$ cat src/sv/cbem_pkg.sv
// Shared types and constants for the color border edge map unit.
// No dependencies; cbem_seq, cbem_edge and the top module import it.
package cbem_pkg;

    localparam int RGB_W      = 24;
    localparam int ENTRY_W    = 2 * RGB_W;
    localparam int CFG_DATA_W = 16;
    localparam int CFG_WID_W  = 12;
    localparam int CFG_HGT_W  = 16;
    localparam int ROW_W      = CFG_HGT_W + 1;

    localparam int WIDTH_RESET  = 640;
    localparam int HEIGHT_RESET = 480;

    typedef logic [RGB_W-1:0]   t_pixel;
    typedef logic [ENTRY_W-1:0] t_entry;

    typedef enum logic [0:0] {
        REG_IMAGE_WIDTH  = 1'b0,
        REG_IMAGE_HEIGHT = 1'b1
    } t_cfg_reg;

    typedef struct packed {
        t_pixel pixel_rgb;
        logic   flush;
    } t_in_beat;

    typedef struct packed {
        logic is_edge;
        logic last;
    } t_out_beat;

    typedef struct packed {
        logic emit;
        logic last;
        logic interior;
    } t_item_flags;

endpackage

$ cat src/sv/cbem_seq.sv
// Input sequencer: frame geometry registers, raster position counters,
// item classification and the first pipeline stage. Depends on cbem_pkg.
module cbem_seq #(
    parameter int MAX_WIDTH = 2048
) (
    input  logic                         i_clk,
    input  logic                         i_rst_n,
    input  logic                         i_cfg_we,
    input  cbem_pkg::t_cfg_reg           i_cfg_index,
    input  logic [cbem_pkg::CFG_DATA_W-1:0] i_cfg_data,
    input  logic                         i_in_valid,
    input  cbem_pkg::t_in_beat           i_in_data,
    output logic                         o_in_stall,
    input  logic                         i_s1_adv,
    output logic                         o_s1_valid,
    output cbem_pkg::t_pixel             o_s1_pixel,
    output logic [$clog2(MAX_WIDTH)-1:0] o_s1_col,
    output cbem_pkg::t_item_flags        o_s1_flags,
    output logic                         o_ram_re,
    output logic [$clog2(MAX_WIDTH)-1:0] o_ram_raddr
);
    import cbem_pkg::*;

    localparam int CW   = $clog2(MAX_WIDTH);
    localparam int WW   = CW + 1;
    localparam int CMPW = (WW > CFG_WID_W) ? WW : CFG_WID_W;
    localparam int W_RESET_EFF = (WIDTH_RESET > MAX_WIDTH) ? MAX_WIDTH : WIDTH_RESET;

    logic [WW-1:0]        r_w;
    logic [WW-1:0]        n_w;
    logic [CFG_HGT_W-1:0] r_h;
    logic [CFG_HGT_W-1:0] n_h;
    logic [CW-1:0]        r_col;
    logic [CW-1:0]        n_col;
    logic [ROW_W-1:0]     r_row;
    logic [ROW_W-1:0]     n_row;
    logic                 r_s1_v;
    t_pixel               r_s1_pixel;
    logic [CW-1:0]        r_s1_col;
    t_item_flags          r_s1_flags;

    logic [CMPW-1:0]  cfg_w_ext;
    logic [ROW_W-1:0] h_ext;
    logic             drain;
    logic             skip;
    logic             accept;
    logic             load;
    logic             col_wrap;
    t_item_flags      flags;

    assign cfg_w_ext = CMPW'(i_cfg_data[CFG_WID_W-1:0]);
    assign h_ext     = ROW_W'(r_h);

    assign o_in_stall = r_s1_v && !i_s1_adv;
    assign accept     = i_in_valid && !o_in_stall;
    assign drain      = r_row >= h_ext;
    assign skip       = !drain && i_in_data.flush;
    assign load       = accept && !skip;
    assign col_wrap   = (WW'(r_col) + WW'(1)) >= r_w;

    assign flags.emit     = (r_row >= ROW_W'(2)) || ((r_row == ROW_W'(1)) && (r_col != '0));
    assign flags.last     = (r_row == (h_ext + ROW_W'(1))) && (r_col == '0);
    assign flags.interior = (r_row >= ROW_W'(2)) && !drain && (r_col >= CW'(2));

    always_comb begin
        n_w = r_w;
        n_h = r_h;
        if (i_cfg_we) begin
            unique case (i_cfg_index)
                REG_IMAGE_WIDTH: begin
                    if (cfg_w_ext == '0) begin
                        n_w = WW'(1);
                    end else if (cfg_w_ext > CMPW'(MAX_WIDTH)) begin
                        n_w = WW'(MAX_WIDTH);
                    end else begin
                        n_w = WW'(cfg_w_ext);
                    end
                end
                REG_IMAGE_HEIGHT: begin
                    if (i_cfg_data[CFG_HGT_W-1:0] == '0) begin
                        n_h = CFG_HGT_W'(1);
                    end else begin
                        n_h = i_cfg_data[CFG_HGT_W-1:0];
                    end
                end
                default: begin
                    n_w = r_w;
                end
            endcase
        end
    end

    always_comb begin
        n_col = r_col;
        n_row = r_row;
        priority if (i_cfg_we) begin
            n_col = '0;
            n_row = '0;
        end else if (load && flags.last) begin
            n_col = '0;
            n_row = '0;
        end else if (load) begin
            if (col_wrap) begin
                n_col = '0;
                n_row = r_row + ROW_W'(1);
            end else begin
                n_col = r_col + CW'(1);
            end
        end else begin
            n_col = r_col;
        end
    end

    always_ff @(posedge i_clk) begin
        if (!i_rst_n) begin
            r_w    <= WW'(W_RESET_EFF);
            r_h    <= CFG_HGT_W'(HEIGHT_RESET);
            r_col  <= '0;
            r_row  <= '0;
            r_s1_v <= 1'b0;
        end else begin
            r_w   <= n_w;
            r_h   <= n_h;
            r_col <= n_col;
            r_row <= n_row;
            if (load) begin
                r_s1_v <= 1'b1;
            end else if (i_s1_adv) begin
                r_s1_v <= 1'b0;
            end
        end
    end

    always_ff @(posedge i_clk) begin
        if (load) begin
            r_s1_pixel <= drain ? '0 : i_in_data.pixel_rgb;
            r_s1_col   <= r_col;
            r_s1_flags <= flags;
        end
    end

    assign o_s1_valid  = r_s1_v;
    assign o_s1_pixel  = r_s1_pixel;
    assign o_s1_col    = r_s1_col;
    assign o_s1_flags  = r_s1_flags;
    assign o_ram_re    = load;
    assign o_ram_raddr = r_col;

endmodule

$ cat config.mk
export PLATFORM = sky130hd
export DESIGN_NAME = cbem_seq
export DESIGN_NICKNAME = d
export VERILOG_FILES = /design/src/sv/cbem_pkg.sv /design/src/sv/cbem_seq.sv
export SDC_FILE = /design/constraint.sdc
export NUM_CORES = 1
export LEC_CHECK = 0
export BUFFER_PORTS_ARGS = -buffer_cell sky130_fd_sc_hd__buf_2
export CAP_MARGIN = 15
export CORE_MARGIN = 5
export CORE_UTILIZATION = 60
export DETAILED_ROUTE_END_ITERATION = 6
export PLACE_DENSITY_LB_ADDON = 0.25
export SLEW_MARGIN = 30
export SYNTH_ARGS = -nofsm -noshare
export SYNTH_HDL_FRONTEND = slang
export SYNTH_SLANG_ARGS = --single-unit
$ cat constraint.sdc
create_clock -name i_clk -period 5.7 [get_ports i_clk]
set_input_delay 0.285 -clock i_clk [delete_from_list [all_inputs] [get_ports i_clk]]
set_output_delay 0.285 -clock i_clk [all_outputs]
set_load 0.01 [all_outputs]
**Yosys cells after proc, flatten, opt, wreduce, memory -nomap -nowiden**

Index checks and enable logic that the tools add are counted.

- $lt $le $gt $ge: 5
- Equality and inequality tests: 2
- Reduce and logical (&&, ||, !) cells: 23
- Bitwise gates (word level): 2
- Add/sub/neg operators: 4
- Muxes and demuxes: 6

Operators by type and width:

| kind | number |
|---|---|
| 2-to-1 mux 12 bit | 2 |
| adder 16 x 1 -> 17 bit, second input constant | 1 |
| adder 17 x 1 -> 17 bit, second input constant | 1 |
| == test 17 x 1 -> 1 bit, second input constant | 1 |
| == test 17 bit | 1 |
| >= comparator 17 x 16 -> 1 bit | 1 |
| >= comparator 17 x 2 -> 1 bit, second input constant | 1 |
| logical NOT 16 bit | 1 |
| 2-to-1 mux 16 bit | 1 |
| adder 11 x 1 -> 12 bit, second input constant | 1 |
| >= comparator 12 bit | 1 |
| > comparator 12 bit, second input constant | 1 |
| logical NOT 12 bit | 1 |
| adder 11 x 1 -> 11 bit, second input constant | 1 |
| >= comparator 11 x 2 -> 1 bit, second input constant | 1 |
| logical NOT 11 bit | 1 |
| 2-to-1 mux 11 bit | 1 |
| nonzero test 11 bit | 1 |
| logical AND 1 bit | 9 |
| AND reduction 2 bit | 3 |
| logical NOT 1 bit | 4 |
| OR reduction 3 bit | 1 |
| 2-to-1 mux 1 bit | 2 |
| inverter 1 bit | 2 |
| 2 further kinds | 2 |

- Register bits after elaboration: 95
- Output and inout bits: 52
- Word-level logic and storage cells: 52

**Logic depth before layout (Yosys ltp)**

- Depth in word-level cells: 7
- Gate-level depth with buffers: 14

**Worst setup path before layout**

OpenSTA, ideal clock, no wires.

- Path kind: flip-flop to flip-flop
- Start point: register r_h[14]
- End point: register r_col[5] (netlist: o_ram_raddr[5])
- Library setup time: 70 ps
- Cell stages (with the launch flop): 12
- Path buffers: 1
- Arrival: 3453 ps
- Clock period less this slack: 3523 ps
- Data required time: 5630 ps
- Setup slack: 2177 ps
- Cells stage by stage: dfxtp_1 > inv_1 > ha_1 > nand4b_1 > nor3_1 > a211o_1 > a31oi_1 > a21o_1 > inv_1 > clkbuf_1 > nand3_1 > a21oi_2

- Word-level cells in the longest chain between the ends: 7
- Elaborated cells between the ends (all ways): 10
- Those cells by class: add/sub (1); order compare (1); eq/ne (1); reduce/logical (7)

RTL lines:

| item | line | text |
|---|---|---|
| from (decl) | cbem_seq.sv:31 | `logic [CFG_HGT_W-1:0] r_h;` |
| from (signal assigned) | cbem_seq.sv:117 | `r_h <= CFG_HGT_W'(HEIGHT_RESET);` |
| from (signal assigned) | cbem_seq.sv:123 | `r_h <= n_h;` |
| >= comparator 17 x 16 -> 1 bit * | cbem_seq.sv:56 | `assign drain = r_row >= h_ext;` |
| logical NOT 1 bit * | cbem_seq.sv:57 | `assign skip = !drain && i_in_data.flush;` |
| logical AND 1 bit * | cbem_seq.sv:57 |  |
| logical NOT 1 bit * | cbem_seq.sv:58 | `assign load = accept && !skip;` |
| logical AND 1 bit * | cbem_seq.sv:58 |  |
| named net o_ram_re | cbem_seq.sv:19 | `output logic o_ram_re,` |
| logical AND 1 bit | cbem_seq.sv:99 | `end else if (load && flags.last) begin` |
| OR reduction 3 bit (no source line) | n/a |  |
| to (signal assigned) | cbem_seq.sv:124 | `r_col <= n_col;` |
| to (decl) | cbem_seq.sv:33 | `logic [CW-1:0] r_col;` |

The timed path passes the listed nets; every way through them passes the cells marked *.
A chain may end at the register's enable or synchronous reset.

**Final worst setup path**

- Start point: register r_h[2]
- End point: output port o_ram_re

- Word-level cells in the longest chain between the ends: 5

RTL lines:

| item | line |
|---|---|
| >= comparator 17 x 16 -> 1 bit | cbem_seq.sv:56 |
| logical NOT 1 bit | cbem_seq.sv:57 |
| logical AND 1 bit | cbem_seq.sv:57 |
| logical NOT 1 bit | cbem_seq.sv:58 |
| logical AND 1 bit | cbem_seq.sv:58 |
| to (decl) | cbem_seq.sv:19 |

No other way between the ends.

==> reports/metrics.cfg <==
[routing]
wl_um=12700
antenna_left=0
via_count=4489
drt_first_pass_iters=5
avgRoutedWirePerCell_um=16.6
drc=0
vias_per_cell=5.85
drt_iter0_markers=244

[hold_path]
worstHoldPathCells=3
min_to=r_h[15]$_SDFFE_PN0P_
hp-start=i_cfg_data[15]
hold_path.class=in -> reg

[placed_design]
place_area_sq_um=5830
hpwl_um=9420
place_ws_ps=1940
io_buffers=98
placed_cells=751
gp_congestion=0.892

[synth]
synthFlopType=dfxtp_1
syn_area_per_cell_sq_um=9.28
synth-async-reset-ratio_pct=0
syn_area_sq_um=5310
ys_seq_area_share_pct=43.0
yosysWarnings=0
synth_cells=572
syn_nets=654
synthDistinctLibCells=54
synth_edf_count=38
synth_seq_cells=95

[worst_setup_path]
slowest_stage=a21o_1
crit_path_frequent_cell=a21o_1
reg2reg_depth=13
cp_max_fo=50
reg2reg_to=r_row[12]$_SDFFE_PP0P_
critPathLaunch=r_h[2]$_SDFFE_PN0P_
cp.arrival_ps=3620
worstPathRequired_ps=5410
cpPeakStageDelay_ps=540
worst_r2r_startpoint=o_ram_raddr[1]$_SDFFE_PP0P_
r2r_slack_ps=2060
cp_cell_sequence=inv_1, ha_1, a21o_1, a21o_1, a211o_1, a31oi_2, buf_4, a21o_1, clkinv_1, buf_4, buf_2
crit_type=reg -> out
endpoint_kind=output pin
cp-start-kind=flip-flop

[cts]
cts_tree=built
cts_buffers=9
worst_skew_pair.late_latency_ps=370
clockBufferDepth=2
cts.sink_count=95
cts-htree-levels=3
cts_root_buf=clkbuf_8
clk_pin_slew_worst_paths_ps=110
cts_setup_buffers=0
hold_buffers=0
cts_resized=0

[sta]
setup_tns_ps=0
worst_pin_slew_ps=768
rsz0062_at_grt=no
drv_slew=0
clock_skew_ps=16.4
post-route-period-util_pct=68.5
fmax_ghz=0.256
period_minus_slack_ps=3910
slew-limit-headroom_pct=48.7
timing.final.ws_setup_ps=1800
setup_violations=0
hold_viol_final=0

[global_route]
track_usage_pct=23.0
grt-ovfl-total=0
grt_start_max_net_pins=51
antenna_found_initial=0
grt_pass1_wl_um=20900
grt_pass1_vias=4381

[cells_and_area]
layoutNonFillerInstCount=767
final_area_sq_um=6020
final_cell_mix=98 x buf_2, 61 x nand2_1, 57 x dfxtp_1, 44 x inv_1, 38 x edfxtp_1
fin_util_pct=69.3
mostFrequentLayoutCell=buf_2
syn_to_final_growth_pct=13.4
layout-drive-gt1-share_pct=19.6
n_antenna_cell=0
fin_nets=736

[die]
die_area_sq_um=10800
start_util_pct=61.1
die_x_um=104
core-area_sq_um=8680
die_h_um=104
io_pins=99
row_count=34

[power_and_ir_drop]
power_density_nw_per_um2=217
ir_drop_uv=135
leakagePower_uw=0.00244

[flow_run]
max_cap_viol_count=0

[run_status]
outcome=completed

-- layer usage --
| metal | vias to the layer above | track usage, % | routed length [um] |
|---|---|---|---|
| li1 | 2210 | - | - |
| met1 | 2072 | 30.9 | 5800 |
| met2 | 177 | 36.3 | 5640 |
| met3 | 30 | 4.72 | 949 |
| met4 | 0 | 9.25 | 325 |
| met5 | - | 0 | 0 |
-- power breakdown --
part,switching [uW],internal [uW]
clock network,266,168
logic,75.0,53.4
registers,15.1,728
-- worst max-delay path by stage --
stage                                              to  slack (ps)  cells past startpoint
after detailed placement       r_row[12]$_SDFFE_PP0P_        1940                     13
after floorplan           o_ram_raddr[5]$_SDFFE_PP0P_        2180                     11
final                                        o_ram_re        1800                     11
after global placement         r_row[12]$_SDFFE_PP0P_        2040                     13
after global routing                         o_ram_re        1530                     11
after CTS                                    o_ram_re        1790                     11
-- layout make-up --
cell class	instances	area (sq um)
Clock buffer	9	124
Clock inverter	7	65.1
Fill cell	684	2660
Inverter	45	169
Multi-Input combinational cell	403	2740
Sequential cell	95	2280
Tap cell	108	135
Timing Repair Buffer	100	505
-- per-stage QoR --
stage | total power (uW) | hold WS [ps]
6_report | 1300 | 167
3_3_place_gp | 882 | 458
2_1_floorplan | 837 | 423
3_5_place_dp | 886 | 462
5_1_grt | 1350 | 183
4_1_cts | 1310 | 171
-- flip-flops by register name, summed over array words and instances (netlist names) --
name,flops
o_s1_pixel,24
r_h,16
r_row,17
o_ram_raddr,11
o_s1_valid,1
o_s1_col,11
o_s1_flags,3
r_w,12
-- cells by family (layout without fill, tap and decap cells) --
logic type,after synthesis,after routing,share of synthesized area [%]
flip-flops,95,95,43.0
adder cells (fa/ha/maj),36,36,8.44
multiplexers,1,1,0.212
XOR/XNOR,34,34,5.61
AO/OA/AOI/OAI,116,116,15.4
AND/OR/NAND/NOR,216,216,21.7
buffers and inverters,74,161,5.54
-- worst max-delay path, delay by kind of cell (launching register included) --
| family | cells | cell delay [ps] |
|---|---|---|
| flops | 1 | 530 |
| fa+ha+maj | 1 | 320 |
| compound gates | 5 | 1310 |
| buf+inv | 5 | 1090 |
-- cell usage after synthesis, types with 2 or more instances --
cell        n  share of area, %
nand2_1    61               4.3
dfxtp_1    57                22
inv_1      45               3.2
edfxtp_1   38                22
ha_1       35               8.3
a21oi_1    28               2.6
nand3_1    27               2.5
and2_1     26               3.1
clkbuf_1   26               1.8
xnor2_1    22               3.6
nor2_1     19               1.3
o21ai_0    14               1.3
a21boi_0   13               1.8
nand4_1    13               1.5
nor4_1     13               1.5
xor2_1     12               2.0
nor2b_1    10               1.2
nor3_1     10              0.94
a21o_1      8               1.1
a22oi_1     8               1.1
and3_1      8              0.94
a2111oi_0   7               1.2
o21a_1      6              0.85
or3_1       6              0.71
nand4b_1    5              0.83
o211ai_1    5              0.71
or4_1       5              0.71
a211o_1     4              0.66
o21ba_2     4              0.75
a2111o_1    3              0.64
nand2b_1    3              0.35
o31ai_1     3              0.42
a211oi_1    2              0.28
a31oi_1     2              0.24
buf_6       2              0.42
nand3b_1    2              0.28
nor3b_1     2              0.28
o311ai_0    2              0.33
Power figures use the tool's default switching activity.
