### src/sv/cbem_pkg.sv
// Shared types and constants for the color border edge map unit.
// No dependencies; cbem_seq, cbem_edge and the top module import it.
package cbem_pkg;

    localparam int RGB_W      = 24;
    localparam int ENTRY_W    = 2 * RGB_W;
    localparam int CFG_DATA_W = 16;
    localparam int CFG_WID_W  = 12;
    localparam int CFG_HGT_W  = 16;
    localparam int ROW_W      = CFG_HGT_W + 1;

    localparam int WIDTH_RESET  = 640;
    localparam int HEIGHT_RESET = 480;

    typedef logic [RGB_W-1:0]   t_pixel;
    typedef logic [ENTRY_W-1:0] t_entry;

    typedef enum logic [0:0] {
        REG_IMAGE_WIDTH  = 1'b0,
        REG_IMAGE_HEIGHT = 1'b1
    } t_cfg_reg;

    typedef struct packed {
        t_pixel pixel_rgb;
        logic   flush;
    } t_in_beat;

    typedef struct packed {
        logic is_edge;
        logic last;
    } t_out_beat;

    typedef struct packed {
        logic emit;
        logic last;
        logic interior;
    } t_item_flags;

endpackage

### src/sv/cbem_edge.sv
// Edge stage: line store write-back with forwarding, neighbor window,
// four-way color compare and the output register. Depends on cbem_pkg.
module cbem_edge #(
    parameter int MAX_WIDTH = 2048
) (
    input  logic                         i_clk,
    input  logic                         i_rst_n,
    input  logic                         i_s1_valid,
    input  cbem_pkg::t_pixel             i_s1_pixel,
    input  logic [$clog2(MAX_WIDTH)-1:0] i_s1_col,
    input  cbem_pkg::t_item_flags        i_s1_flags,
    output logic                         o_s1_adv,
    input  logic                         i_ram_re,
    input  logic [$clog2(MAX_WIDTH)-1:0] i_ram_raddr,
    input  cbem_pkg::t_entry             i_ram_rdata,
    output logic                         o_ram_we,
    output logic [$clog2(MAX_WIDTH)-1:0] o_ram_waddr,
    output cbem_pkg::t_entry             o_ram_wdata,
    output logic                         o_out_valid,
    input  logic                         i_out_stall,
    output cbem_pkg::t_out_beat          o_out_data
);
    import cbem_pkg::*;

    logic      r_fwd;
    t_entry    r_fwd_data;
    t_pixel    r_w0_top;
    t_pixel    r_w0_mid;
    t_pixel    r_w0_bot;
    t_pixel    r_w1_mid;
    logic      r_out_v;
    t_out_beat r_out_data;

    t_entry col_entry;
    t_pixel row_m1;
    t_pixel row_m2;
    logic   step;
    logic   is_edge;

    assign col_entry = r_fwd ? r_fwd_data : i_ram_rdata;
    assign row_m1    = col_entry[ENTRY_W-1:RGB_W];
    assign row_m2    = col_entry[RGB_W-1:0];

    assign o_s1_adv = !r_out_v || !i_out_stall;
    assign step     = i_s1_valid && o_s1_adv;

    assign o_ram_we    = step;
    assign o_ram_waddr = i_s1_col;
    assign o_ram_wdata = {i_s1_pixel, row_m1};

    assign is_edge = i_s1_flags.interior &&
                     ((r_w0_mid != r_w0_top) || (r_w0_mid != r_w0_bot) ||
                      (r_w0_mid != r_w1_mid) || (r_w0_mid != row_m1));

    always_ff @(posedge i_clk) begin
        if (!i_rst_n) begin
            r_fwd   <= 1'b0;
            r_out_v <= 1'b0;
        end else begin
            if (i_ram_re) begin
                r_fwd <= o_ram_we && (o_ram_waddr == i_ram_raddr);
            end
            if (o_s1_adv) begin
                r_out_v <= i_s1_valid && i_s1_flags.emit;
            end
        end
    end

    always_ff @(posedge i_clk) begin
        if (i_ram_re) begin
            r_fwd_data <= o_ram_wdata;
        end
        if (step) begin
            r_w0_top <= row_m2;
            r_w0_mid <= row_m1;
            r_w0_bot <= i_s1_pixel;
            r_w1_mid <= r_w0_mid;
        end
        if (step && i_s1_flags.emit) begin
            r_out_data.is_edge <= is_edge;
            r_out_data.last    <= i_s1_flags.last;
        end
    end

    assign o_out_valid = r_out_v;
    assign o_out_data  = r_out_data;

endmodule

### config.mk
export PLATFORM = sky130hd
export DESIGN_NAME = cbem_edge
export DESIGN_NICKNAME = d
export VERILOG_FILES = /design/src/sv/cbem_pkg.sv /design/src/sv/cbem_edge.sv
export SDC_FILE = /design/constraint.sdc
export NUM_CORES = 1
export LEC_CHECK = 0
export BUFFER_PORTS_ARGS = -buffer_cell sky130_fd_sc_hd__buf_4
export CAP_MARGIN = 20
export CELL_PAD_IN_SITES_DETAIL_PLACEMENT = 1
export CELL_PAD_IN_SITES_GLOBAL_PLACEMENT = 1
export CORE_ASPECT_RATIO = 0.75
export CORE_MARGIN = 2
export CORE_UTILIZATION = 49
export CTS_BUF_LIST = sky130_fd_sc_hd__clkbuf_2
export DETAILED_ROUTE_END_ITERATION = 10
export GPL_ROUTABILITY_DRIVEN = 0
export PLACE_DENSITY_LB_ADDON = 0.15
export SETUP_SLACK_MARGIN = 0.5
export SLEW_MARGIN = 20
export SYNTH_ARGS = -nofsm -noshare
export SYNTH_HDL_FRONTEND = slang
export SYNTH_SLANG_ARGS = --single-unit
### constraint.sdc
create_clock -name i_clk -period 7.1 [get_ports i_clk]
set_input_delay 0.355 -clock i_clk [delete_from_list [all_inputs] [get_ports i_clk]]
set_output_delay 0.355 -clock i_clk [all_outputs]
set_load 0.05 [all_outputs]
Yosys cells after proc, flatten, opt, wreduce, memory -nomap -nowiden
Index checks and enable logic that the tools add are counted.
Storage, ports and cells
  register bits after elaboration: 148
  input port bits: 102
  word-level logic and storage cells: 26
Operators by class
  equal/unequal tests: 5
  muxes and demuxes: 1
  reduce and logical (&&, ||, !) cells: 11
Operators by type and width (count)
  != test 24 bit: 4
  two-way mux 48 bit: 1
  == test 11 bit: 1
  logical AND 1 bit: 5
  logical OR 1 bit: 4
  zero test 1 bit: 2

Logic depth before layout (Yosys ltp)
Gate-level depths: netlist of the first run.
  depth in word-level cells: 5
  depth in mapped cells: 6
  depth with buffers taken out: 5

Least setup slack after synthesis of the first run
Ideal clock, no wire load.
  path type: reg-to-reg
  from: register r_out_v, in the netlist o_out_valid
  to: register r_out_data, in the netlist o_out_data[0], enable pin
  setup time: 0.305 ns
  data arrival time: 3.962 ns
  slack: 2.833 ns
  stages on the path, launching flop included: 5
  period minus slack after synthesis: 4.267 ns
  path through: dfxtp_1 > nand2_1 > and2_1 > nand2_1 > inv_1
On the way
  cells in the longest elaborated chain, start to end: 4
Ends and longest elaborated chain
  start, declared: RTL line cbem_edge.sv:31  | logic r_out_v;
  start signal, assigned: RTL line cbem_edge.sv:64  | r_out_v <= i_s1_valid && i_s1_flags.emit;
  zero test 1 bit: RTL line cbem_edge.sv:44  | assign o_s1_adv = !r_out_v || !i_out_stall;
  logical OR 1 bit: RTL line cbem_edge.sv:44
  named net o_s1_adv: RTL line cbem_edge.sv:12  | output logic o_s1_adv,
  logical AND 1 bit: RTL line cbem_edge.sv:45  | assign step = i_s1_valid && o_s1_adv;
  named net o_ram_we: RTL line cbem_edge.sv:16  | output logic o_ram_we,
  logical AND 1 bit: RTL line cbem_edge.sv:79  | if (step && i_s1_flags.emit) begin
  end, declared: RTL line cbem_edge.sv:32  | t_out_beat r_out_data;
The timed path passes the listed nets, and every way through them passes these cells.
A chain may end at the register's enable or synchronous reset.

Worst setup path in the final report of the first run
  from: register r_fwd
  to: register r_out_data, in the netlist o_out_data[1], data pin
On the way
  cells in the longest elaborated chain, start to end: 4
Ends and longest elaborated chain
  start, declared: RTL line cbem_edge.sv:25  | logic r_fwd;
  start signal, assigned: RTL line cbem_edge.sv:61  | r_fwd <= o_ram_we && (o_ram_waddr == i_ram_raddr);
  two-way mux 48 bit: RTL line cbem_edge.sv:40  | assign col_entry = r_fwd ? r_fwd_data : i_ram_rdata;
  != test 24 bit: RTL line cbem_edge.sv:53  | (r_w0_mid != r_w1_mid) || (r_w0_mid != row_m1));
  logical OR 1 bit: RTL line cbem_edge.sv:53
  logical AND 1 bit: RTL line cbem_edge.sv:51  | assign is_edge = i_s1_flags.interior &&
  named net is_edge: RTL line cbem_edge.sv:38  | logic is_edge;
The timed path passes the listed nets, and every way through them passes these cells.

==> impl_metrics.env, run 1 <==
export IMPL_yosysTopAreaCell="edfxtp_1"
export IMPL_finalSetupTns_ps=0
export IMPL_path_clk_slew_ps=220
export IMPL_dieArea_um2=14360
export IMPL_maxSlewViolCount=0
export IMPL_ys_warn_count=0
export IMPL_cp_max_fo=33
export IMPL_yosysSeqAreaShare=0.6735
export IMPL_max_slew_margin_rel=0.4948
export IMPL_peakVddDrop_mv=0.1557
export IMPL_power_density_nw_per_um2=224.1
export IMPL_grt_usage=0.2486
export IMPL_rrSetupSlack_ps=3970
export IMPL_power_share_clock=0.301
export IMPL_hold_path_class="in -> reg"
export IMPL_power_leakage_uw=0.003244
export IMPL_min_period_ps=3131
export IMPL_setup_viol_count_final=0
export IMPL_crit_required_ps=7570
export IMPL_p_total_uw=1935
export IMPL_ys_ff_latch=148
export IMPL_synthTopCellsByArea="edfxtp_1, mux2_2, buf_4"
export IMPL_whs_endpoint="r_fwd"
export IMPL_drtAntennaViolNets=0
export IMPL_cts_path_max_buffers=2
export IMPL_drive_above_1_share=0.4006
export IMPL_clk_latency_ps=690
export IMPL_fmax_mhz=319.4
export IMPL_cp_end_kind="register"
export IMPL_wl_mm=17.13
export IMPL_r2r_end="o_out_data[1]"
export IMPL_holdPathStages=6
export IMPL_syn_to_final_growth_pct=31.45
export IMPL_yosys_top_cells_count="edfxtp_1, buf_4, xnor2_1, mux2_2, xor2_1"
export IMPL_numCtsBuffers=17
export IMPL_fin_worst_skew_ps=32.88
export IMPL_io_buffers=165
export IMPL_cts_repair_resized=0
export IMPL_place_hpwl_mm=10.49
export IMPL_synthFlopType="edfxtp_1"
export IMPL_reg2reg_depth=6
export IMPL_synth_most_common_cell="edfxtp_1"
export IMPL_drc=0
export IMPL_first_global_vias=4485
export IMPL_ys_types=26
export IMPL_die_x_um=137.7
export IMPL_hold_viol_final=0
export IMPL_ioPinCount=166
export IMPL_netlist_area_um2=6569
export IMPL_crit_start="r_fwd"
export IMPL_grt_pass1_wl_mm=25.72
export IMPL_cts_sinks=148
export IMPL_drt_iter0_drc=248
export IMPL_grt_overflow=0
export IMPL_synth_edf_count=146
export IMPL_pwr_share_comb=0.150
export IMPL_critPathLaunchType="register"
export IMPL_status="finished, final reports clean"
export IMPL_worst_pin_slew_ps=757.9
export IMPL_p_sw_frac=0.2636
export IMPL_first_pass_iters=4
export IMPL_timing_rr_start="r_fwd"
export IMPL_syn_area_per_cell_um2=16.14
export IMPL_min_from="i_ram_raddr[0]"
export IMPL_final_util=0.6633
export IMPL_wl_per_cell_um=21.69
export IMPL_internal_power_uw=1425
export IMPL_finalCritPeriodShare=0.4410
export IMPL_finalNetCount=708
export IMPL_core_rowCount=36
export IMPL_seq_power_share=0.549
export IMPL_cap_violations=0
export IMPL_die_h_um=104.3
export IMPL_core_um2=13020
export IMPL_diodes=0
export IMPL_num_vias=4145
export IMPL_antenna_found_initial=0
export IMPL_worstPathArrival_ps=3600
export IMPL_drt_vias_per_instance=5.247
export IMPL_critical_path_class="reg -> reg"
export IMPL_grt_setup_unrepaired="no"
export IMPL_cts_tree="built"
export IMPL_syn_inst=407
export IMPL_net_switching_power_uw=510.0
export IMPL_grt_max_degree=58
export IMPL_ys_async_sr_fraction=0
export IMPL_start_util=0.5046
export IMPL_htreeDepth=4
export IMPL_yosysTopAreaCellShare=0.6674
export IMPL_cts_root_buffer="clkbuf_2"
export IMPL_synthesis_nets=509
## cell type report
class | count | area (um^2)
tap | 171 | 214.0
clock buffer | 19 | 95.09
timing repair buffer | 244 | 2024
inverter | 1 | 3.754
clock inverter | 13 | 206.4
sequential | 148 | 4425
fill | 1205 | 4383
multi-input combinational | 194 | 1665
## routing by layer
layer / track usage / wire [um] / vias to the layer above
met5: 0 / 0 / -
met1: 0.3124 / 6905 / 2122
met2: 0.4215 / 8853 / 136
met4: 0.06851 / 273 / 0
met3: 0.07018 / 1100 / 16
li1: - / - / 1871
## cells by family after synthesis
group,count (synthesis),share of synthesized area
compound gates,9,0.01105
xor+xnor,77,0.1027
buf+inv,65,0.07333
flops,148,0.6735
mux,49,0.08667
simple gates,59,0.05276
## power groups by stage
stage / Combinational, uW / Sequential [uW] / Clock [uW]
6_report: 291 / 1060 / 582
4_1_cts: 287 / 1060 / 589
3_5_place_dp: 253 / 1080 / 0
3_3_place_gp: 249 / 1080 / 0
2_1_floorplan: 163 / 1070 / 0
5_1_grt: 308 / 1070 / 625
## critical path: stages, from the launching register on
cell and delay, ps:
dfxtp_2 660, buf_4 510, mux2_2 440, xor2_1 150, nor4_1 530, nand4_1 220
o41a_1 360
## layout by cell type (no fill, tap or decap), types with 4 or more instances in the layout
cell	count
buf_4	167
edfxtp_1	146
dlygate4sd3_1	77
or3_1	6
nor4_1	11
clkbuf_2	19
a221oi_1	4
bufinv_16	5
mux2_4	5
nand3_1	10
xor2_1	33
nand4_1	14
nor3_1	6
and3_1	6
clkinvlp_4	4
xnor2_1	44
mux2_2	43
## stage by stage
step / hold slack [ps] / setup WS [ps] / cell area [um^2] / cells
floorplan: 453.9 / 2833 / 6569 / 407
global placement: 505.0 / 4228 / 7562 / 681
detailed placement: 510.8 / 4060 / 7562 / 681
CTS: 2.445 / 3935 / 8605 / 787
global route: 105.4 / 3751 / 8635 / 790
finish: 130.6 / 3969 / 8635 / 790
## state kept, by name (all words and copies together) (netlist names)
signal / count
r_w1_mid: 24
r_fwd_data: 48
r_w0_top: 24
o_out_valid: 1
r_w0_bot: 24
r_fwd: 1
r_w0_mid: 24
o_out_data: 2
## worst max path at each step
stage | slack [ps] | to | cells after the start
6_report | 3970 | o_out_data[1] | 6
5_1_grt | 3750 | o_ram_we | 4
4_1_cts | 3930 | o_ram_we | 4
3_5_place_dp | 4060 | o_out_data[1] | 6
3_3_place_gp | 4230 | o_out_data[1] | 6
2_1_floorplan | 2830 | o_out_data[0] | 4
## repair_timing
item | CTS | global route
endpoints found under the setup margin | 0 | 0
hold endpoints to repair | 118 | 6
buffers inserted | 0 | 0
hold buffers | 74 | 3
Power figures use the tool's default switching activity.
==> inputs of run 2 (changes only) <==
--- a/config.mk
+++ b/config.mk
@@ -5,13 +5,14 @@
 export SDC_FILE = /design/constraint.sdc
 export NUM_CORES = 1
 export LEC_CHECK = 0
+export ABC_AREA = 1
 export BUFFER_PORTS_ARGS = -buffer_cell sky130_fd_sc_hd__buf_4
 export CAP_MARGIN = 20
 export CELL_PAD_IN_SITES_DETAIL_PLACEMENT = 1
 export CELL_PAD_IN_SITES_GLOBAL_PLACEMENT = 1
 export CORE_ASPECT_RATIO = 0.75
 export CORE_MARGIN = 2
-export CORE_UTILIZATION = 49
+export CORE_UTILIZATION = 38
 export CTS_BUF_LIST = sky130_fd_sc_hd__clkbuf_2
 export DETAILED_ROUTE_END_ITERATION = 10
 export GPL_ROUTABILITY_DRIVEN = 0
==> constraint.sdc (replaced) <==
create_clock -name i_clk -period 2.8 [get_ports i_clk]
set_input_delay 0.14 -clock i_clk [delete_from_list [all_inputs] [get_ports i_clk]]
set_output_delay 0.14 -clock i_clk [all_outputs]
set_load 0.05 [all_outputs]
==> impl_metrics.env, run 2 <==
export IMPL_status="finished, final reports clean"
export IMPL_htreeDepth=4
export IMPL_synthTopCellsByArea="edfxtp_1, nand2_1, buf_4"
export IMPL_drtAntennaViolNets=0
export IMPL_top_register="r_fwd_data"
export IMPL_start_util=0.3848
export IMPL_power_density_nw_per_um2=494.2
export IMPL_critPathLaunchType="primary input"
export IMPL_io_buffers=165
export IMPL_wl_met3_um=750
export IMPL_holdPathStages=2
export IMPL_power_leakage_uw=0.004467
export IMPL_antenna_found_initial=0
export IMPL_yosysTopAreaCell="edfxtp_1"
export IMPL_syn_inst=787
export IMPL_cp_end_kind="register"
export IMPL_largest_reg_flops=48
export IMPL_die_h_um=124.6
export IMPL_met1_length_mm=8.997
export IMPL_synth_most_common_cell="nand2_1"
export IMPL_top_layer_used="met4"
export IMPL_cts_tree="built"
export IMPL_grt_setup_unrepaired="no"
export IMPL_num_vias=5792
export IMPL_finalCritPeriodShare=0.7733
export IMPL_path_clk_slew_ps=220
export IMPL_cts_sinks=148
export IMPL_drive_above_1_share=0.2280
export IMPL_finalNetCount=1111
export IMPL_synth_adder_area_share=0
export IMPL_yosysSeqAreaShare=0.6001
export IMPL_final_cell_mix="nand2_1, buf_4, edfxtp_1"
export IMPL_fin_worst_skew_ps=25.94
export IMPL_synth_top_family_by_area="simple AND/OR/NAND/NOR gates"
export IMPL_drc=0
export IMPL_worst_pin_slew_ps=784.1
export IMPL_grt_overflow=0
export IMPL_cts_root_buffer="clkbuf_2"
export IMPL_syn_to_final_growth_pct=32.91
export IMPL_synthMuxAreaShare=0
export IMPL_setup_viol_count_final=0
export IMPL_grt_pass1_wl_mm=31.34
export IMPL_rrSetupSlack_ps=650
export IMPL_endpoint="r_fwd"
export IMPL_first_pass_iters=5
export IMPL_yosysTopAreaCellShare=0.5947
export IMPL_clk_latency_ps=710
export IMPL_crit_required_ps=3420
export IMPL_cp_max_fo=2
export IMPL_wl_mm=20.03
export IMPL_worstPathArrival_ps=2790
export IMPL_finalSetupTns_ps=0
export IMPL_drt_iter0_drc=274
export IMPL_ys_warn_count=0
export IMPL_design_area_um2=9798
export IMPL_core_um2=19160
export IMPL_final_util=0.5114
export IMPL_numCtsBuffers=17
export IMPL_crit_start="i_ram_raddr[0]"
export IMPL_dpl_cell_area_um2=8468
export IMPL_grt_max_degree=57
export IMPL_hold_viol_final=0
export IMPL_cap_violations=0
export IMPL_synthFlopType="edfxtp_1"
export IMPL_cts_path_max_buffers=2
export IMPL_timing_rr_start="o_out_valid"
export IMPL_critical_path_class="in -> reg"
export IMPL_ys_async_sr_fraction=0
export IMPL_core_rowCount=44
export IMPL_ioPinCount=166
export IMPL_min_period_ps=2165
export IMPL_fmax_mhz=461.9
export IMPL_yosys_top_cells_count="nand2_1, edfxtp_1, inv_1, buf_4, nor2_1"
export IMPL_syn_area_per_cell_um2=9.367
export IMPL_ys_ff_latch=148
export IMPL_drt_vias_per_instance=4.543
export IMPL_dieArea_um2=20540
export IMPL_peakVddDrop_mv=0.2680
export IMPL_wl_per_cell_um=15.71
export IMPL_grt_usage=0.1994
export IMPL_netlist_area_um2=7372
export IMPL_ys_types=24
export IMPL_wl_met2_mm=10.05
export IMPL_synth_edf_count=146
export IMPL_reg2reg_depth=8
export IMPL_synth_xor_area_frac=0.04158
export IMPL_synthesis_nets=889
export IMPL_yosys_area_share_simple=0.2368
export IMPL_first_global_vias=6177
export IMPL_place_hpwl_mm=13.22
export IMPL_max_slew_margin_rel=0.4773
export IMPL_die_x_um=164.8
export IMPL_final_common_cell="nand2_1"
export IMPL_r2r_end="r_fwd"
export IMPL_hold_path_class="in -> reg"
export IMPL_synth_compound_area_share=0.009674
export IMPL_diodes=0
export IMPL_maxSlewViolCount=0
run 2: worst min path at each step:
stage / from / endpoint / slack (ps)
floorplan: i_s1_flags[1] / o_out_data[0] / 240
global placement: i_s1_flags[1] / o_out_data[0] / 320
detailed placement: i_s1_flags[1] / o_out_data[0] / 320
CTS: i_s1_flags[1] / o_out_data[0] / 40
global route: i_s1_flags[1] / o_out_data[0] / 50
finish: i_s1_pixel[22] / r_w0_bot[22] / 140
run 2: kinds of logic after synthesis:
kind of cell,after synthesis
DFF,148
xor gates and xnor gates,35
and+or+nand+nor,443
AOI/OAI and AO/OA,12
buffers and inverters,149
run 2: final cells by class:
class | count | area (um^2)
clock inverters | 14 | 160.2
inverters | 76 | 305.3
clock buffers | 18 | 90.09
well taps | 253 | 316.6
multi-input cells | 490 | 2147
repair buffers | 275 | 2342
fillers | 2196 | 9360
repair inverters | 1 | 5.005
flip-flops and latches | 148 | 4432
run 2: metrics by stage:
stage | instances | worst slack (ps) | hold slack [ps] | total power [uW]
5_1_grt | 1275 | 525.6 | 53.57 | 5052
4_1_cts | 1267 | 509.3 | 44.50 | 4880
3_3_place_gp | 1138 | 533.5 | 321.0 | 3446
3_5_place_dp | 1138 | 431.2 | 320.6 | 3474
6_report | 1275 | 634.8 | 139.9 | 4842
2_1_floorplan | 787 | 59.57 | 238.9 | 3202
run 2: routing by layer:
metal	vias up	track usage
met5	-	0
met4	0	0.05320
li1	2879	-
met3	18	0.03730
met2	114	0.3492
met1	2781	0.2521
run 2: critical path, cell delays in order:
cell and delay, ps:
dlygate4sd3_1 570, buf_4 160, nand2_1 60, dlygate4sd3_1 560
nand3_1 90, dlygate4sd3_1 590, nor4_1 290, nand2_1 100
a21oi_1 210
run 2: power breakdown:
| group | total (uW) | internal, uW | leakage (uW) | switching, uW |
|---|---|---|---|---|
| clock network | 1300 | 494 | 0.000142 | 801 |
| registers | 2680 | 2590 | 0.00144 | 83.6 |
| logic | 870 | 371 | 0.00289 | 499 |
| total | 4840 | 3460 | 0.00447 | 1380 |
run 2: repair_timing:
item                                   4_1_cts  5_1_grt
hold buffers                                96        0
gates cloned                                 1        0
setup endpoints to repair                   26       16
endpoints found under the hold margin      154        0
resized for setup                            6        2
setup buffers                                0        8
